===== src/rtl/core/wtrp_pkg.sv =====
// ----------------------------------------------------------------------------
// wtrp_pkg
// Shared types, codes and constants of the weighted table random pick core.
// ----------------------------------------------------------------------------
`default_nettype none

package wtrp_pkg;

   // default table depth
   localparam int unsigned MAX_ENTRIES_DEF = 64;

   // command codes
   localparam logic [2:0] CMD_CLEAR  = 3'd0;
   localparam logic [2:0] CMD_APPEND = 3'd1;
   localparam logic [2:0] CMD_ROLL   = 3'd2;
   localparam logic [2:0] CMD_VALUE  = 3'd3;
   localparam logic [2:0] CMD_SCALED = 3'd4;

   // status codes
   localparam logic [2:0] STAT_OK         = 3'd0;
   localparam logic [2:0] STAT_FULL       = 3'd1;
   localparam logic [2:0] STAT_BAD_RARITY = 3'd2;
   localparam logic [2:0] STAT_NO_WEIGHT  = 3'd3;
   localparam logic [2:0] STAT_BAD_INDEX  = 3'd4;

   localparam logic [2:0] RARITY_MAX = 3'd4;

   // generator and fixed point constants
   localparam logic [31:0] LCG_MUL  = 32'd1664525;
   localparam logic [31:0] LCG_ADD  = 32'd1013904223;
   localparam logic [24:0] FRAC_ONE = 25'h100_0000;
   localparam logic [15:0] Q_ONE    = 16'd4096;
   localparam logic [15:0] Q_FOUR   = 16'd16384;

   // shared divider and multiplier widths
   localparam int unsigned DIV_NUM_W = 38;
   localparam int unsigned DIV_DEN_W = 32;
   localparam int unsigned MUL_W     = 32;

   typedef struct packed {
      logic             cls;
      logic [15:0]      min_v;
      logic [15:0]      max_v;
      logic [4:0][15:0] w;
   } entry_type;

   typedef enum logic [4:0] {
      S_IDLE, S_DECODE, S_SUM, S_SUM_END, S_CHECK, S_RANGE, S_LCG_MUL, S_LCG_ADD,
      S_Y_RAW, S_MUL_K, S_DIV, S_DIV_WAIT, S_PICK, S_PICK_END, S_MUL_Y, S_Y_LOAD,
      S_MUL_OFF, S_OFF_TAKE, S_RESP
   } state_type;

   typedef enum logic [1:0] {MUL_LCG, MUL_K, MUL_Y, MUL_OFF} mul_sel_type;
   typedef enum logic [1:0] {DIV_PICK, DIV_SPAN, DIV_K} div_sel_type;

   // controller to datapath
   typedef struct packed {
      logic        ready;
      logic        capture;
      logic        clear;
      logic        append;
      logic        scan_start;
      logic        scan_issue;
      logic        fetch;
      logic        sum_en;
      logic        pick_en;
      logic        range_load;
      logic        mul_en;
      mul_sel_type mul_sel;
      logic        lcg_add;
      logic        div_start;
      logic        div_take;
      div_sel_type div_sel;
      logic        y_raw;
      logic        y_load;
      logic        off_take;
      logic        stat_load;
      logic [2:0]  stat_code;
      logic        rsp_load;
   } dp_cmd_type;

   // datapath to controller
   typedef struct packed {
      logic       req_valid;
      logic [2:0] cmd;
      logic       full;
      logic       bad_rarity;
      logic       bad_index;
      logic       count_zero;
      logic       total_zero;
      logic       q_scale;
      logic       scan_last;
      logic       div_done;
      logic       rsp_free;
   } dp_stat_type;

endpackage

`default_nettype wire


===== src/rtl/core/wtrp_ctrl.sv =====
// ----------------------------------------------------------------------------
// wtrp_ctrl
// Command sequencer: steps each item through scan, generator, divide and
// multiply phases of the datapath.
// ----------------------------------------------------------------------------
`default_nettype none

module wtrp_ctrl (
   input  wire logic                 clock,
   input  wire logic                 reset,
   input  wire wtrp_pkg::dp_stat_type stat,
   output      wtrp_pkg::dp_cmd_type  cmd
);
   import wtrp_pkg::*;

   state_type   state_ff, state_in;
   div_sel_type dsel;

   // divide job follows the command
   always_comb begin
      case (stat.cmd)
         CMD_ROLL:  dsel = DIV_PICK;
         CMD_VALUE: dsel = DIV_SPAN;
         default:   dsel = DIV_K;
      endcase
   end

   // next state
   always_comb begin
      state_in = state_ff;
      case (state_ff)
         S_IDLE: if (stat.req_valid) state_in = S_DECODE;
         S_DECODE: begin
            case (stat.cmd)
               CMD_ROLL: begin
                  if (stat.bad_rarity || stat.count_zero) state_in = S_RESP;
                  else state_in = S_SUM;
               end
               CMD_VALUE, CMD_SCALED: begin
                  if (stat.bad_index) state_in = S_RESP;
                  else state_in = S_RANGE;
               end
               default: state_in = S_RESP;
            endcase
         end
         S_SUM:     if (stat.scan_last) state_in = S_SUM_END;
         S_SUM_END: state_in = S_CHECK;
         S_CHECK:   state_in = stat.total_zero ? S_RESP : S_LCG_MUL;
         S_RANGE:   state_in = S_LCG_MUL;
         S_LCG_MUL: state_in = S_LCG_ADD;
         S_LCG_ADD: begin
            if (stat.cmd == CMD_SCALED) state_in = stat.q_scale ? S_MUL_K : S_Y_RAW;
            else state_in = S_DIV;
         end
         S_Y_RAW:  state_in = S_MUL_OFF;
         S_MUL_K:  state_in = S_DIV;
         S_DIV:    state_in = S_DIV_WAIT;
         S_DIV_WAIT: begin
            if (stat.div_done) begin
               case (dsel)
                  DIV_PICK: state_in = S_PICK;
                  DIV_SPAN: state_in = S_RESP;
                  default:  state_in = S_MUL_Y;
               endcase
            end
         end
         S_PICK:     if (stat.scan_last) state_in = S_PICK_END;
         S_PICK_END: state_in = S_RESP;
         S_MUL_Y:    state_in = S_Y_LOAD;
         S_Y_LOAD:   state_in = S_MUL_OFF;
         S_MUL_OFF:  state_in = S_OFF_TAKE;
         S_OFF_TAKE: state_in = S_RESP;
         S_RESP:     if (stat.rsp_free) state_in = S_IDLE;
         default:    state_in = S_IDLE;
      endcase
   end

   // outputs
   always_comb begin
      cmd         = '0;
      cmd.div_sel = dsel;
      case (state_ff)
         S_IDLE: begin
            cmd.ready   = 1'b1;
            cmd.capture = stat.req_valid;
         end
         S_DECODE: begin
            case (stat.cmd)
               CMD_CLEAR: cmd.clear = 1'b1;
               CMD_APPEND: begin
                  if (stat.full) begin
                     cmd.stat_load = 1'b1;
                     cmd.stat_code = STAT_FULL;
                  end else begin
                     cmd.append = 1'b1;
                  end
               end
               CMD_ROLL: begin
                  if (stat.bad_rarity) begin
                     cmd.stat_load = 1'b1;
                     cmd.stat_code = STAT_BAD_RARITY;
                  end else if (stat.count_zero) begin
                     cmd.stat_load = 1'b1;
                     cmd.stat_code = STAT_NO_WEIGHT;
                  end else begin
                     cmd.scan_start = 1'b1;
                  end
               end
               CMD_VALUE, CMD_SCALED: begin
                  if (stat.bad_index) begin
                     cmd.stat_load = 1'b1;
                     cmd.stat_code = STAT_BAD_INDEX;
                  end else begin
                     cmd.fetch = 1'b1;
                  end
               end
               default: cmd.stat_code = STAT_OK;
            endcase
         end
         S_SUM: begin
            cmd.scan_issue = 1'b1;
            cmd.sum_en     = 1'b1;
         end
         S_SUM_END: cmd.sum_en = 1'b1;
         S_CHECK: begin
            cmd.stat_load = stat.total_zero;
            cmd.stat_code = STAT_NO_WEIGHT;
         end
         S_RANGE: cmd.range_load = 1'b1;
         S_LCG_MUL: begin
            cmd.mul_en  = 1'b1;
            cmd.mul_sel = MUL_LCG;
         end
         S_LCG_ADD: cmd.lcg_add = 1'b1;
         S_Y_RAW:   cmd.y_raw = 1'b1;
         S_MUL_K: begin
            cmd.mul_en  = 1'b1;
            cmd.mul_sel = MUL_K;
         end
         S_DIV:      cmd.div_start = 1'b1;
         S_DIV_WAIT: begin
            cmd.div_take   = stat.div_done;
            cmd.scan_start = stat.div_done && (dsel == DIV_PICK);
         end
         S_PICK: begin
            cmd.scan_issue = 1'b1;
            cmd.pick_en    = 1'b1;
         end
         S_PICK_END: cmd.pick_en = 1'b1;
         S_MUL_Y: begin
            cmd.mul_en  = 1'b1;
            cmd.mul_sel = MUL_Y;
         end
         S_Y_LOAD: cmd.y_load = 1'b1;
         S_MUL_OFF: begin
            cmd.mul_en  = 1'b1;
            cmd.mul_sel = MUL_OFF;
         end
         S_OFF_TAKE: cmd.off_take = 1'b1;
         S_RESP:     cmd.rsp_load = stat.rsp_free;
         default:    cmd.ready = 1'b0;
      endcase
   end

   always_ff @(posedge clock) begin
      if (reset) begin
         state_ff <= S_IDLE;
      end else begin
         state_ff <= state_in;
      end
   end
endmodule

`default_nettype wire


===== config.mk =====
export PLATFORM = sky130hd
export DESIGN_NAME = wtrp_ctrl
export DESIGN_NICKNAME = d
export VERILOG_FILES = /design/src/rtl/core/wtrp_pkg.sv /design/src/rtl/core/wtrp_ctrl.sv
export SDC_FILE = /design/constraint.sdc
export NUM_CORES = 1
export LEC_CHECK = 0
export ABC_CLOCK_PERIOD_IN_PS = 3200
export BUFFER_PORTS_ARGS = -buffer_cell sky130_fd_sc_hd__buf_2
export CORE_AREA = 2 2 46 48
export CTS_CLUSTER_DIAMETER = 60
export DETAILED_ROUTE_END_ITERATION = 7
export DIE_AREA = 0 0 48 50
export HOLD_SLACK_MARGIN = 0.03
export MAX_ROUTING_LAYER = met4
export PLACE_DENSITY = 0.8
export SLEW_MARGIN = 20
export SYNTH_ARGS = -nofsm -noshare
export SYNTH_HDL_FRONTEND = slang
export SYNTH_SLANG_ARGS = --single-unit

===== constraint.sdc =====
create_clock -name clock -period 3.2 [get_ports clock]
set_input_delay 0.16 -clock clock [delete_from_list [all_inputs] [get_ports clock]]
set_output_delay 0.16 -clock clock [all_outputs]
set_load 0.02 [all_outputs]

Yosys cells after proc, flatten, opt, wreduce, memory -nomap -nowiden
Cells that the tools add are included.
W data, S select, Z words.
- equal/unequal tests: 28
- muxes and demuxes: 46
- reduce and logical (&&, ||, !) cells: 12
- operator list (operator ; number):
    $pmux W5 S17 ; 1
    $eq A5 B4 Y1 const B ; 8
    $mux W5 ; 8
    $mux W1 ; 23
    $eq A5 B3 Y1 const B ; 4
    $pmux W5 S2 ; 2
    $mux W4 ; 4
    $eq A5 B5 Y1 const B ; 3
    $pmux W3 S4 ; 1
    $reduce_or A2 Y1 ; 6
    $eq A5 B2 Y1 const B ; 2
    $ne A2 B2 Y1 const B ; 5
    $pmux W3 S3 ; 1
    $pmux W4 S2 ; 1
    $eq A3 B2 Y1 const B ; 2
    $eq A5 B1 Y1 const B ; 1
    $logic_not A5 Y1 ; 1
    $reduce_and A5 Y1 ; 1
    $mux W2 ; 2
    $pmux W2 S2 ; 1
    $eq A3 B1 Y1 const B ; 1
    $eq A3 B3 Y1 const B ; 1
    $logic_not A3 Y1 ; 1
    $pmux W1 S3 ; 1
    other kinds (5) ; 5
- output and inout port bits: 26
- word-level logic and storage cells: 87
- register bits: 5

Depth between registers and ports, before layout
- depth in word-level cells: 6
- mapped depth: 7
- depth with buffers taken out: 6

Worst setup path after synthesis
Ideal clock, no wire load.
- path type: reg2out
- from: register state_ff[1]
- to: output port cmd[22] (netlist bit)
- path slack: 1.356 ns
- data arrival time: 1.684 ns
- data required time: 3.040 ns
- stages on the path, launching flop included: 5
- path through: dfxtp_1 -> buf_6 -> or3b_4 -> nand2b_4 -> nor4_1
- RTL lines (element ; line ; source):
    start, declared ; wtrp_ctrl.sv:16 ; state_type state_ff, state_in;
    start signal, assigned ; wtrp_ctrl.sv:169 ; state_ff <= state_in;
    end, declared ; wtrp_ctrl.sv:12 ; output wtrp_pkg::dp_cmd_type cmd

==> impl_metrics.toml <==
[placement]
placed_area_um2 = 1062
dp_hpwl_mm = 2.040
gp_congestion = 0.9320
post-place-ws_ps = 1211
dpl.cell_count = 194
io_buffers = 40

[finish]
synthToLayoutAreaGrowth_pct = 22.71
regMostFlops = "state_ff"
antenna_cells = 0
fillers = 192
largest_register_ffs = 5
reg_top3 = "state_ff: 5 flops"
final_cell_area_um2 = 1089
instances_no_fill = 198
final_nets = 187
fin_util_pct = 57.24
drive_gt1_share_pct = 29.24

[synthesis]
synth_cells = 136
yosys_warnings = 0
yosysTopAreaCellShare_pct = 11.28
synth_area_per_cell_um2 = 6.523
synth-edff-count = 0
synthArstFlopShare_pct = 0
netlist_area_um2 = 887.1
synth_seq_cells = 5
yosysUniqueCellTypes = 40
synthTopCellsByArea = "dfxtp_1, nor3_1, nor2_1"
ys_seq_area_share_pct = 11.28
synth_nets = 151
yosysMostFrequentCell = "nor2_1"
ys_top_cells_by_count = "nor2_1, nor3_1, a21oi_1"
synth_top_area_cell = "dfxtp_1"
synth_ff_type = "dfxtp_1"

[timing]
min_period_over_period_pct = 70.44
finClkSkew_ps = 1.596
setup_viol = 0
setup_ws_ps = 945.9
fin_crit_ps = 2254
slew_headroom_pct = 47.86
finalSetupTns_ps = 0
rsz0062_at_grt = "no"
timing.hold.ws_ps = 139.3
fmax_ghz = 0.4436
report.final.slew_viol_count = 0
hold_viol_final = 0
worst_pin_slew_ps = 780.4

[clock_network]
cts_buffer_depth = 2
clk_pin_slew_ps = 40
clkSinkCount = 5
clk_latency_ps = 240
cts_tree = "done"
ctsHoldBuffers = 0
root_buffer = "clkbuf_4"
cts_resized = 0
htreeDepth = 1
post_cts_buffers = 0
cts_buffers = 3

[critical_path]
path_class = "flop to output port"
cp_slowest_cell = "dfxtp_1"
critPathArrivalTime_ps = 2090
critPathCaptureType = "output port"
cp_num_buf_inv = 1
cp_max_fo = 18
cpPeakStageDelay_ps = 660
required_ps = 3040
crit_chain = "or3b_4, nor2_1, a21oi_1, nor3_1, buf_2"
critical-path-top-delay-family = "simple AND/OR/NAND/NOR gates"
crit_path_start_kind = "flop"

[power_and_ir_drop]
ir_drop_uv = 364.7
leakagePower_nw = 0.5246
p_per_area_nw_per_um2 = 624.3
power_mw = 0.6795

[global_route]
grt_max_degree = 21
grt_pass1_wl_mm = 4.250
grt.total_usage_pct = 23.82
grt_pass1_vias = 1023
grt_antenna_before_repair = 0
grt-ovfl-total = 0

[routing]
vias = 1164
wire_per_inst_um = 13.36
vias_per_cell = 5.879
firstDrtPassIters = 4
drtAntennaViolNets = 0
drc = 0
drt-initial-drc-count = 47
finalWirelength_mm = 2.645

[floorplan]
core_area_um2 = 1902
num_rows = 16
io_pins = 41
die_x_um = 48
start_util_pct = 46.64
fp.dieH_um = 50
dieArea_um2 = 2400

[run_status]
status = "complete, no violations"

[min_path]
min_path_type = "input port to flop"

[flow_run]
max_cap_viol_count = 0
==> cell type report <==
type	instances	area [µm²]	share of cell area, %
Tap cell	27	33.78	3.103
Multi-Input combinational cell	114	698.2	64.14
Timing Repair Buffer	40	200.2	18.39
Inverter	8	30.03	2.759
Clock buffer	4	26.28	2.414
Sequential cell	5	100.1	9.195
==> per-layer routing <==
layer  share of wire, %  up-vias  track usage [%]
met5                  0        -                -
met4                1.2        0            4.505
met3                7.7        6            6.593
met2                 46       58            35.11
met1                 45      529            32.39
li1                   -      571                -
==> final timing paths <==
path / start / endpoint / slack, ps / cells after the start
max: state_ff[0]$_SDFFE_PP0P_ / cmd[21] / 950 / 5
min reg2reg: state_ff[3]$_SDFFE_PP0P_ / state_ff[2]$_SDFFE_PP0P_ / 930 / 4
max reg2reg: state_ff[3]$_SDFFE_PP0P_ / state_ff[1]$_SDFFE_PP0P_ / 1180 / 5
min: reset / state_ff[2]$_SDFFE_PP0P_ / 140 / 2
==> kinds of logic after synthesis <==
group / synth area share, %
AOI/OAI and AO/OA: 27.50
buffers and inverters: 10.01
DFF: 11.28
muxes: 1.128
and+or+nand+nor: 50.07
==> layout by cell type, fill, tap and decap left out, drive strengths merged, types with 2 or more instances in the layout <==
master | synthesis | routed
buf | 5 | 40
clkbuf | 4 | 4
nand2b | 7 | 7
nor3 | 19 | 19
nor4 | 3 | 3
or3 | 4 | 4
and2 | 3 | 3
a31oi | 2 | 2
a21o | 4 | 4
nand3b | 3 | 3
nand3 | 2 | 2
nand2 | 6 | 6
o41ai | 2 | 2
a32o | 2 | 2
nor3b | 2 | 2
inv | 8 | 8
or3b | 2 | 2
dfxtp | 5 | 5
nor2 | 20 | 20
o21ai | 7 | 7
a21oi | 11 | 11
==> report_power, final <==
group | total, mW | internal, mW | leakage [nW] | switching [mW]
sequential | 0.157 | 0.0795 | 0.0408 | 0.0774
combinational | 0.449 | 0.179 | 0.469 | 0.271
clock | 0.0732 | 0.0471 | 0.0150 | 0.0260
total | 0.680 | 0.305 | 0.525 | 0.374
(Power assumes the default switching activity.)
